$ cat src/hw/rtl/nsf_pkg.sv
// nsf_pkg: shared constants, types and helper functions of the nmea sentence framer
// no dependencies; used by the interfaces, nsf_tracker and nmea_sentence_framer
package nsf_pkg;

    localparam logic [7:0] CH_DOLLAR = 8'h24;
    localparam logic [7:0] CH_STAR   = 8'h2A;
    localparam logic [7:0] CH_COMMA  = 8'h2C;
    localparam logic [7:0] CH_CR     = 8'h0D;
    localparam logic [7:0] CH_LF     = 8'h0A;

    localparam int HEX_RADIX = 16;
    localparam int TYPE_COUNT = 8;

    localparam logic [7:0] MAX_LENGTH_RESET = 8'd82;

    localparam int APB_ADDR_W = 3;
    localparam int APB_DATA_W = 32;
    localparam logic MAX_LENGTH_WORD = 1'b0;

    localparam logic [1:0] STATUS_OK       = 2'd0;
    localparam logic [1:0] STATUS_SHORT    = 2'd1;
    localparam logic [1:0] STATUS_BAD_HEX  = 2'd2;
    localparam logic [1:0] STATUS_MISMATCH = 2'd3;

    localparam logic [23:0] TYPE_NAMES [TYPE_COUNT] = '{
        {8'h47, 8'h47, 8'h41},  // GGA
        {8'h52, 8'h4D, 8'h43},  // RMC
        {8'h47, 8'h53, 8'h41},  // GSA
        {8'h56, 8'h54, 8'h47},  // VTG
        {8'h48, 8'h44, 8'h54},  // HDT
        {8'h41, 8'h50, 8'h42},  // APB
        {8'h41, 8'h41, 8'h4D},  // AAM
        {8'h47, 8'h53, 8'h56}   // GSV
    };

    typedef struct packed {
        logic [1:0] status;
        logic [7:0] computed_sum;
        logic [3:0] sentence_type;
        logic [7:0] sentence_length;
    } nsf_report_t;

    // bit 4 set when the character is not a hex digit
    function automatic logic [4:0] hex_value(input logic [7:0] c);
        logic [4:0] v;
        v = 5'(HEX_RADIX);
        if (c >= 8'h30 && c <= 8'h39)
        begin
            v = 5'(c - 8'h30);
        end
        else if (c >= 8'h41 && c <= 8'h46)
        begin
            v = 5'(c - 8'h37);
        end
        else if (c >= 8'h61 && c <= 8'h66)
        begin
            v = 5'(c - 8'h57);
        end
        return v;
    endfunction

    function automatic logic [3:0] type_code(input logic [23:0] tail);
        logic [3:0] code;
        code = 4'd0;
        for (int i = 0; i < TYPE_COUNT; i++)
        begin
            if (tail == TYPE_NAMES[i])
            begin
                code = 4'(i + 1);
            end
        end
        return code;
    endfunction

endpackage

$ cat src/hw/rtl/nsf_if.sv
// nsf_byte_if and nsf_result_if: valid/ready channels of the nmea sentence framer
// depends on nsf_pkg
interface nsf_byte_if
    import nsf_pkg::*;
();
    logic       valid;
    logic       ready;
    logic [7:0] byte_in;

    modport source (output valid, output byte_in, input ready);
    modport sink (input valid, input byte_in, output ready);
endinterface

interface nsf_result_if
    import nsf_pkg::*;
();
    logic       valid;
    logic       ready;
    logic [1:0] status;
    logic [7:0] computed_sum;
    logic [3:0] sentence_type;
    logic [7:0] sentence_length;

    modport source (
        output valid, output status, output computed_sum,
        output sentence_type, output sentence_length, input ready
    );
    modport sink (
        input valid, input status, input computed_sum,
        input sentence_type, input sentence_length, output ready
    );
endinterface

$ cat src/hw/rtl/nsf_tracker.sv
// nsf_tracker: per-sentence state (length, running xor, star, check digits, header tail)
// depends on nsf_pkg; instantiated by nmea_sentence_framer
module nsf_tracker
    import nsf_pkg::*;
(
    input  logic        clk,
    input  logic        rst_n,
    input  logic        take,
    input  logic [7:0]  byte_in,
    input  logic [7:0]  max_length,
    output logic        report_valid,
    output nsf_report_t report
);

    logic       open_reg, open_next;
    logic [7:0] count_reg, count_next;
    logic [7:0] xor_reg, xor_next;
    logic       star_reg, star_next;
    logic [1:0] after_reg, after_next;
    logic [7:0] check_reg [2];
    logic [7:0] check_next [2];
    logic [7:0] tail_reg [3];
    logic [7:0] tail_next [3];
    logic       ffd_reg, ffd_next;

    logic       is_term;
    logic [4:0] hi_val;
    logic [4:0] lo_val;
    logic [7:0] expected;

    assign is_term = (byte_in == CH_CR) || (byte_in == CH_LF);

    // report from the state held before the terminator
    always_comb
    begin
        hi_val = hex_value(check_reg[0]);
        lo_val = hex_value(check_reg[1]);
        expected = lo_val[4] ? {4'd0, hi_val[3:0]} : {hi_val[3:0], lo_val[3:0]};
        if (!star_reg || after_reg < 2'd2)
        begin
            report.status = STATUS_SHORT;
        end
        else if (hi_val[4])
        begin
            report.status = STATUS_BAD_HEX;
        end
        else if (expected == xor_reg)
        begin
            report.status = STATUS_OK;
        end
        else
        begin
            report.status = STATUS_MISMATCH;
        end
        report.computed_sum = xor_reg;
        report.sentence_type = type_code({tail_reg[0], tail_reg[1], tail_reg[2]});
        report.sentence_length = count_reg;
    end

    assign report_valid = take && is_term && open_reg;

    always_comb
    begin
        open_next = open_reg;
        count_next = count_reg;
        xor_next = xor_reg;
        star_next = star_reg;
        after_next = after_reg;
        check_next = check_reg;
        tail_next = tail_reg;
        ffd_next = ffd_reg;
        if (take)
        begin
            if (byte_in == CH_DOLLAR || is_term || (open_reg && count_reg >= max_length))
            begin
                // new sentence, close, or overlong discard
                open_next = (byte_in == CH_DOLLAR);
                count_next = (byte_in == CH_DOLLAR) ? 8'd1 : 8'd0;
                xor_next = 8'd0;
                star_next = 1'b0;
                after_next = 2'd0;
                check_next[0] = 8'd0;
                check_next[1] = 8'd0;
                tail_next[0] = 8'd0;
                tail_next[1] = 8'd0;
                tail_next[2] = (byte_in == CH_DOLLAR) ? byte_in : 8'd0;
                ffd_next = 1'b0;
            end
            else if (open_reg)
            begin
                count_next = count_reg + 8'd1;
                if (!ffd_reg)
                begin
                    if (byte_in == CH_COMMA || byte_in == CH_STAR)
                    begin
                        ffd_next = 1'b1;
                    end
                    else
                    begin
                        tail_next[0] = tail_reg[1];
                        tail_next[1] = tail_reg[2];
                        tail_next[2] = byte_in;
                    end
                end
                if (!star_reg)
                begin
                    if (byte_in == CH_STAR)
                    begin
                        star_next = 1'b1;
                    end
                    else
                    begin
                        xor_next = xor_reg ^ byte_in;
                    end
                end
                else if (after_reg < 2'd2)
                begin
                    check_next[after_reg[0]] = byte_in;
                    after_next = after_reg + 2'd1;
                end
            end
        end
    end

    always_ff @(posedge clk or negedge rst_n)
    begin
        if (!rst_n)
        begin
            open_reg <= 1'b0;
            count_reg <= 8'd0;
            xor_reg <= 8'd0;
            star_reg <= 1'b0;
            after_reg <= 2'd0;
            check_reg[0] <= 8'd0;
            check_reg[1] <= 8'd0;
            tail_reg[0] <= 8'd0;
            tail_reg[1] <= 8'd0;
            tail_reg[2] <= 8'd0;
            ffd_reg <= 1'b0;
        end
        else
        begin
            open_reg <= open_next;
            count_reg <= count_next;
            xor_reg <= xor_next;
            star_reg <= star_next;
            after_reg <= after_next;
            check_reg <= check_next;
            tail_reg <= tail_next;
            ffd_reg <= ffd_next;
        end
    end

    a_closed_is_clear: assert property (@(posedge clk) disable iff (!rst_n)
        !open_reg |-> (count_reg == 8'd0 && !star_reg && xor_reg == 8'd0))
        else $error("closed sentence holds state");

    a_after_needs_star: assert property (@(posedge clk) disable iff (!rst_n)
        after_reg != 2'd0 |-> star_reg && after_reg <= 2'd2)
        else $error("check digits counted without star");

    a_dollar_opens: assert property (@(posedge clk) disable iff (!rst_n)
        take && byte_in == CH_DOLLAR |=> open_reg && count_reg == 8'd1)
        else $error("dollar did not open a sentence");

    a_star_ends_field: assert property (@(posedge clk) disable iff (!rst_n)
        star_reg |-> ffd_reg)
        else $error("star seen with first field still open");

endmodule

$ cat src/hw/rtl/nmea_sentence_framer.sv
// nmea_sentence_framer: one character per cycle in; a terminator of an open sentence
// yields one report in the result register the next cycle
// throughput one character per cycle, as nsf_tracker updates its state for every character taken;
// input stalls only while a report waits in the result register and is not taken
// rst_n is asynchronous active low: no sentence open, no report pending, max_length = 82
// depends on nsf_pkg, nsf_if and nsf_tracker
module nmea_sentence_framer
    import nsf_pkg::*;
(
    input  logic                  clk,
    input  logic                  rst_n,
    input  logic                  psel,
    input  logic                  penable,
    input  logic                  pwrite,
    input  logic [APB_ADDR_W-1:0] paddr,
    input  logic [APB_DATA_W-1:0] pwdata,
    output logic [APB_DATA_W-1:0] prdata,
    output logic                  pready,
    nsf_byte_if.sink              byte_chan,
    nsf_result_if.source          result_chan
);

    logic [7:0]  max_length_reg;
    logic        result_valid_reg, result_valid_next;
    nsf_report_t result_reg;
    logic        take;
    logic        report_valid;
    nsf_report_t report;

    assign pready = 1'b1;
    assign prdata = (paddr[2] == MAX_LENGTH_WORD) ? {24'd0, max_length_reg} : '0;

    always_ff @(posedge clk or negedge rst_n)
    begin
        if (!rst_n)
        begin
            max_length_reg <= MAX_LENGTH_RESET;
        end
        else if (psel && penable && pwrite && paddr[2] == MAX_LENGTH_WORD)
        begin
            max_length_reg <= pwdata[7:0];
        end
    end

    assign byte_chan.ready = !result_valid_reg || result_chan.ready;
    assign take = byte_chan.valid && byte_chan.ready;

    nsf_tracker u_tracker (
        .clk          (clk),
        .rst_n        (rst_n),
        .take         (take),
        .byte_in      (byte_chan.byte_in),
        .max_length   (max_length_reg),
        .report_valid (report_valid),
        .report       (report)
    );

    always_comb
    begin
        result_valid_next = result_valid_reg;
        if (report_valid)
        begin
            result_valid_next = 1'b1;
        end
        else if (result_chan.ready)
        begin
            result_valid_next = 1'b0;
        end
    end

    always_ff @(posedge clk or negedge rst_n)
    begin
        if (!rst_n)
        begin
            result_valid_reg <= 1'b0;
        end
        else
        begin
            result_valid_reg <= result_valid_next;
        end
    end

    always_ff @(posedge clk)
    begin
        if (report_valid)
        begin
            result_reg <= report;
        end
    end

    assign result_chan.valid = result_valid_reg;
    assign result_chan.status = result_reg.status;
    assign result_chan.computed_sum = result_reg.computed_sum;
    assign result_chan.sentence_type = result_reg.sentence_type;
    assign result_chan.sentence_length = result_reg.sentence_length;

    a_report_lands: assert property (@(posedge clk) disable iff (!rst_n)
        report_valid |=> result_valid_reg)
        else $error("report lost");

    a_no_overwrite: assert property (@(posedge clk) disable iff (!rst_n)
        result_valid_reg && !result_chan.ready |-> !report_valid)
        else $error("pending report overwritten");

    a_length_nonzero: assert property (@(posedge clk) disable iff (!rst_n)
        report_valid |-> report.sentence_length != 8'd0)
        else $error("report with empty sentence");

endmodule

$ cat src/flat_wrapper.sv
// flat-port wrapper written by rule: the top's interface ports become plain ports
module nmea_sentence_framer_flat import nsf_pkg::*;
  (clk, rst_n, psel, penable, pwrite, paddr, pwdata, prdata, pready, byte_chan_valid, byte_chan_byte_in, byte_chan_ready, result_chan_valid, result_chan_status, result_chan_computed_sum, result_chan_sentence_type, result_chan_sentence_length, result_chan_ready);
  nsf_byte_if byte_chan_i ();
  nsf_result_if result_chan_i ();
  input  logic clk;
  input  logic rst_n;
  input  logic psel;
  input  logic penable;
  input  logic pwrite;
  input  logic [APB_ADDR_W-1:0] paddr;
  input  logic [APB_DATA_W-1:0] pwdata;
  output logic [APB_DATA_W-1:0] prdata;
  output logic pready;
  input wire logic [$bits(byte_chan_i.valid)-1:0] byte_chan_valid;
  input wire logic [$bits(byte_chan_i.byte_in)-1:0] byte_chan_byte_in;
  output wire logic [$bits(byte_chan_i.ready)-1:0] byte_chan_ready;
  output wire logic [$bits(result_chan_i.valid)-1:0] result_chan_valid;
  output wire logic [$bits(result_chan_i.status)-1:0] result_chan_status;
  output wire logic [$bits(result_chan_i.computed_sum)-1:0] result_chan_computed_sum;
  output wire logic [$bits(result_chan_i.sentence_type)-1:0] result_chan_sentence_type;
  output wire logic [$bits(result_chan_i.sentence_length)-1:0] result_chan_sentence_length;
  input wire logic [$bits(result_chan_i.ready)-1:0] result_chan_ready;
  assign byte_chan_i.valid = byte_chan_valid;
  assign byte_chan_i.byte_in = byte_chan_byte_in;
  assign byte_chan_ready = byte_chan_i.ready;
  assign result_chan_valid = result_chan_i.valid;
  assign result_chan_status = result_chan_i.status;
  assign result_chan_computed_sum = result_chan_i.computed_sum;
  assign result_chan_sentence_type = result_chan_i.sentence_type;
  assign result_chan_sentence_length = result_chan_i.sentence_length;
  assign result_chan_i.ready = result_chan_ready;
  nmea_sentence_framer u_core (.clk(clk), .rst_n(rst_n), .psel(psel), .penable(penable), .pwrite(pwrite), .paddr(paddr), .pwdata(pwdata), .prdata(prdata), .pready(pready), .byte_chan(byte_chan_i), .result_chan(result_chan_i));
endmodule
$ cat config.mk
export PLATFORM = sky130hd
export DESIGN_NAME = nmea_sentence_framer_flat
export DESIGN_NICKNAME = d
export VERILOG_FILES = /design/src/hw/rtl/nsf_pkg.sv /design/src/hw/rtl/nsf_if.sv /design/src/hw/rtl/nsf_tracker.sv /design/src/hw/rtl/nmea_sentence_framer.sv /design/src/flat_wrapper.sv
export SDC_FILE = /design/constraint.sdc
export NUM_CORES = 1
export LEC_CHECK = 0
export ABC_AREA = 1
export BUFFER_PORTS_ARGS = -buffer_cell sky130_fd_sc_hd__buf_4
export CORE_MARGIN = 5
export CORE_UTILIZATION = 45
export DETAILED_ROUTE_END_ITERATION = 10
export PLACE_DENSITY = 0.7
export SLEW_MARGIN = 15
export SYNTH_ARGS = -nofsm -noshare
export SYNTH_HDL_FRONTEND = slang
export SYNTH_HIERARCHICAL = 1
export SYNTH_SLANG_ARGS = --single-unit
$ cat constraint.sdc
create_clock -name clk -period 2.25 [get_ports clk]
set_input_delay 0 -clock clk [delete_from_list [all_inputs] [get_ports clk]]
set_output_delay 0 -clock clk [all_outputs]
set_load 0.005 [all_outputs]
==> metrics.cfg, run 1 <==
[timing]
slew_viol_final = 0
hold_viol = 0
slew_headroom_pct = 40.91
period_needed_ns = 2.196
finalSetupViolCount = 0
tightest_slew_ns = 0.8863
fin_skew_ns = 0.008020
max_freq_ghz = 0.4554
rsz0062_at_grt = true
finalCritPeriodShare_pct = 97.59

[clock_tree]
clk_latency_ns = 0.34
clockBufferDepth = 2
cts_made_buffers = 9
cts-root-buf = clkbuf_16
cts_sinks = 92
cts_tree = built
cts_max_level = 3
clk_pin_slew_ns = 0.07

[layout]
largest_reg_flops = 24
final_cell_mix = 160 x nand2_1, 81 x buf_4, 74 x inv_1
utilization_pct = 57.83
final_common_cell = nand2_1
area_delta_synth_final_pct = 25.89
n_antenna_cell = 0
nNetsFinal = 817
drive_gt1_share_pct = 23.91
final_cells = 900

[place]
placed_cells = 848
gp_congestion = 0.8869
dp_hpwl_microns = 8895
io_buffers = 55

[drt]
drt_iter0_markers = 398
routed_via_density = 5.121
drt-total-wl_microns = 12610
first_pass_iters = 5
via_count = 4609
route.detailed.drc = 0
wl_per_cell_microns = 14.01
ant_nets = 0

[critical_path]
cp-startpoint = u_core/u_tracker/check_reg[0]
startpoint_type = flop
worstPathRequired_ns = 2.36
arrival_ns = 2.30
critPathMaxFanout = 5
r2r-end = u_core/result_chan.status[0]
rrSetupSlack_ns = 0.05
timing.rr.start = u_core/u_tracker/check_reg[0]
crit_path_end_kind = flop
rr_worst_depth = 15
worstSetupPathType = flop to flop

[floorplan]
die_w_microns = 118.2
ios = 107
row_count = 39
start_util_pct = 45.94
core-area_sq_um = 11470
die_area_sq_um = 13970
fp.dieH_microns = 118.2

[yosys]
yosysTopAreaCell = dfrtp_1
synth_top_flop_cell = dfrtp_1
synth.avg_cell_area_sq_um = 8.205
ys_ff_latch = 92
syn_inst = 642
synthArstFlopShare_pct = 76.09
yosys-top-cells-area = dfrtp_1 32%, edfxtp_1 13%, nand2_1 12%
ys_types = 49
yosysWarnings = 6
synth_edf_count = 22
netlist_area_sq_um = 5268
synth-seq-area-share_pct = 45.87
netlist.area_leader.share_pct = 31.83

[global_route]
grt_max_degree = 71
grt_pass1_wl_microns = 20410
grt.total_usage_pct = 17.56
grt_pass1_vias = 4386
grt.overflow.total = 0
antenna_found_initial = 0

[min_path]
hold_path_end = u_core/max_length_reg[1]
hold_path_class = input port to flop
hold_depth = 4
hold_start = paddr[2]

[power_and_ir_drop]
p_per_area_nw_per_um2 = 680.3
vdd_drop_max_v = 0.0003369
p_leak_nw = 3.189
power_mw = 4.512

[run]
drv_cap = 0

[outcome]
status = finished, final reports clean

-- through the flow --
stage                     hold slack, ns  instance area (sq um)  setup TNS (ns)  setup slack, ns
after floorplan                  -0.2956                   5356               0           0.1824
after global placement            0.1757                   5854               0          0.08140
after CTS                       0.006760                   6351               0         0.004031
final                            0.02211                   6631               0          0.05433
after detailed placement          0.1857                   5854         -0.4129         -0.06344
after global routing             0.02451                   6631         -0.1117         -0.07007
-- metal layers --
layer / vias up / global-route usage [%] / wire length (microns)
met5: - / 0 / 0
met4: 0 / 6.165 / 262
met3: 19 / 3.820 / 661
met2: 138 / 29.75 / 6304
met1: 2171 / 22.18 / 5382
li1: 2281 / - / -
-- worst max path at each step --
stage                                               to  slack, ns  depth (start not counted)
after CTS                 u_core/result_chan.status[1]      0.004                         16
after global routing      u_core/result_chan.status[1]      -0.07                         18
after global placement    u_core/u_tracker/tail_reg[0]       0.08                         12
after floorplan           u_core/u_tracker/tail_reg[6]       0.18                         12
final                     u_core/result_chan.status[0]       0.05                         15
after detailed placement  u_core/u_tracker/tail_reg[3]      -0.06                         12
-- cell type report --
type	count	area, sq um
Clock buffer	10	229.0
Clock inverter	6	65.06
Fill cell	965	4836
Inverter	88	337.8
Multi-Input combinational cell	455	2490
Sequential cell	92	2420
Tap cell	143	178.9
Timing Repair Buffer	106	910.9
-- power by group --
part	switching (mW)	leakage, nW	internal, mW
logic	0.570	1.92	0.375
clock network	0.638	0.132	0.859
registers	0.177	1.14	1.89
total	1.38	3.19	3.13
-- what timing repair did --
action | CTS | global route
pin swaps | 1 | 12
endpoints found under the setup margin | 33 | 51
resized for setup | 4 | 43
hold endpoints to repair | 92 | 0
gates cloned | 0 | 3
buffers inserted | 1 | 14
hold buffers | 18 | 0
-- worst max-delay path: stages (launching register included) --
cell and delay (ns):
dfrtp_2 0.44, inv_2 0.07, ha_1 0.21, nand2_1 0.09
nand3_2 0.09, nand2_2 0.11, inv_1 0.09, a21oi_4 0.20
buf_4 0.15, o21bai_1 0.05, nand2_1 0.06, nand2_1 0.06
nor2_2 0.15, nand2_1 0.08, nand2_1 0.06, nand2_1 0.04
-- Yosys cell counts, types with 10 or more instances --
library cell / number
nand2_1: 173
inv_2: 10
ha_1: 15
nor2_1: 39
dfrtp_1: 67
nand3_1: 63
inv_1: 77
o21ai_1: 12
nand4_1: 16
buf_4: 27
edfxtp_1: 22
nor3_1: 13
o21ai_0: 29
-- cells by family after synthesis --
kind of cell    Yosys count  synth area share, %
simple gates            335                29.74
buf+inv                 120                11.00
flops                    92                45.87
compound gates           73                8.718
fa+ha+maj                15                3.563
xor+xnor                  5               0.9741
other cells               2               0.1426
Power figures use the tool's default switching activity.
==> inputs of run 2 (changes only) <==
Settings changed: PLACE_DENSITY 0.7 to 0.67.
Clock period 2.25 ns to 2.1 ns, I/O delays scaled along.
==> metrics.cfg, run 2 (same netlist as run 1, synthesis figures left out) <==
[timing]
fin_ws_ns = -0.05508
period_needed_ns = 2.155
holdWs_ns = 0.009830
fin_skew_ns = 0.008624
max_freq_ghz = 0.4640
slew_headroom_pct = 40.90
finalCritPeriodShare_pct = 102.6
tightest_slew_ns = 0.8864
slew_viol_final = 0
rsz0062_at_grt = true
finalSetupViolCount = 15
hold_viol = 0

[floorplan]
row_count = 39
die_area_sq_um = 13970
ios = 107
die_w_microns = 118.2
core-area_sq_um = 11470
start_util_pct = 45.94
fp.dieH_microns = 118.2

[layout]
largest_reg_flops = 24
final_common_cell = nand2_1
drive_gt1_share_pct = 31.70
area_delta_synth_final_pct = 35.46
nNetsFinal = 836
final_cell_mix = 144 x nand2_1, 89 x buf_4, 71 x inv_1
final_cells = 919
n_antenna_cell = 0

[place]
gp_congestion = 0.8806
placed_cells = 864
io_buffers = 55
pre_cts_ws_ns = -0.1462
dp_hpwl_microns = 9271

[critical_path]
cpMaxStageDelayCell = dfrtp_2
crit_buf_inv = 3
rrSetupSlack_ns = -0.06
worstPathRequired_ns = 2.22
worstSetupPathType = flop to flop
crit_top_cell = nand2_1
crit_path_end_kind = flop
startpoint_type = flop
arrival_ns = 2.27
crit_family = simple AND/OR/NAND/NOR gates
critical_path.max_stage_delay_ns = 0.47
timing.rr.start = u_core/u_tracker/check_reg[0]
critPathMaxFanout = 5
cp_cell_sequence = inv_2 -> ha_4 -> nand2_1 -> nand3_1 -> nand2_2 -> buf_4 -> nand2_1 -> nand2_1 -> nand2_1 -> nand2_1 -> nand2_1 -> nand2_1 -> nand2_1 -> nand2_1 -> nor2_2 -> nand3_1 -> nand2_1 -> inv_1
cp-startpoint = u_core/u_tracker/check_reg[0]

[clock_tree]
cts_sinks = 92
cts_made_buffers = 9
cts_tree = built
clockBufferDepth = 2
clk_pin_slew_ns = 0.07
cts-root-buf = clkbuf_16
clk_latency_ns = 0.35
cts_max_level = 3

[power_and_ir_drop]
p_leak_nw = 3.365
vdd_drop_max_v = 0.0003969
power_mw = 4.941
p_per_area_nw_per_um2 = 692.5

[outcome]
status = complete, but fails checks
violations = setup timing

[drt]
routed_via_density = 5.188
wl_per_cell_microns = 15.29
via_count = 4768
route.detailed.drc = 0
drt_iter0_markers = 275
ant_nets = 0
first_pass_iters = 6
drt-total-wl_microns = 14050

[min_path]
hold_start = paddr[2]
hold_path_class = input port to flop

[global_route]
antenna_found_initial = 0
grt.overflow.total = 0
grt_pass1_vias = 4688
grt_pass1_wl_microns = 21940
grt.total_usage_pct = 18.90
grt_max_degree = 71

[run]
drv_cap = 0

## run 2: metrics by stage
stage / instance area [sq um] / TNS [ns] / utilization (%)
2_1_floorplan: 5356 / 0 / -
3_3_place_gp: 5974 / -0.1565 / 52.10
3_5_place_dp: 5974 / -1.774 / 52.10
4_1_cts: 6715 / -0.06173 / 58.56
5_1_grt: 7136 / -4.396 / 62.23
6_report: 7136 / -0.2493 / 62.23
## run 2: final cells by class
class,count,area (sq um)
fillers,963,4332
multi-input cells,455,2805
flip-flops and latches,92,2419
repair buffers,123,1084
inverters,88,364.1
clock buffers,9,225.2
well taps,143,178.9
clock inverters,7,43.79
repair inverters,2,16.27
## run 2: final timing paths
path / end / depth (start not counted)
worst max-delay path: u_core/result_chan.status[1] / 18
worst min-delay path: u_core/max_length_reg[4] / 4
worst max register to register: u_core/result_chan.status[1] / 18
worst min register to register: u_core/u_tracker/tail_reg[21] / 2
max in group asynchronous: u_core/u_tracker/check_reg[0] / 2
min in group asynchronous: u_core/max_length_reg[5] / 2
## run 2: layer usage
metal  part of all wire (%)  track usage, %  routed length [microns]
met2                     51           33.23                     7191
met1                     42           23.09                     5845
met4                    2.0           8.172                      286
met3                    5.2           2.627                      731
met5                      0               0                        0
## run 2: power breakdown
group	leakage, nW	total (mW)	switching, mW	internal (mW)
combinational	2.10	1.21	0.697	0.513
clock	0.133	1.51	0.710	0.796
sequential	1.14	2.22	0.198	2.03
## run 2: worst register-to-register path: cells and delay by family (launching register included)
family | cells | cell delay [ns]
buf+inv | 3 | 0.32
flops | 1 | 0.47
fa+ha+maj | 1 | 0.14
simple gates | 14 | 1.00
## run 2: repair_timing
action	4_1_cts	5_1_grt
setup endpoints to repair	45	58
buffers inserted	11	5
gates resized for setup	48	98
hold buffers	18	0
cloned	3	3
endpoints found under the hold margin	94	0
pin swaps	15	34
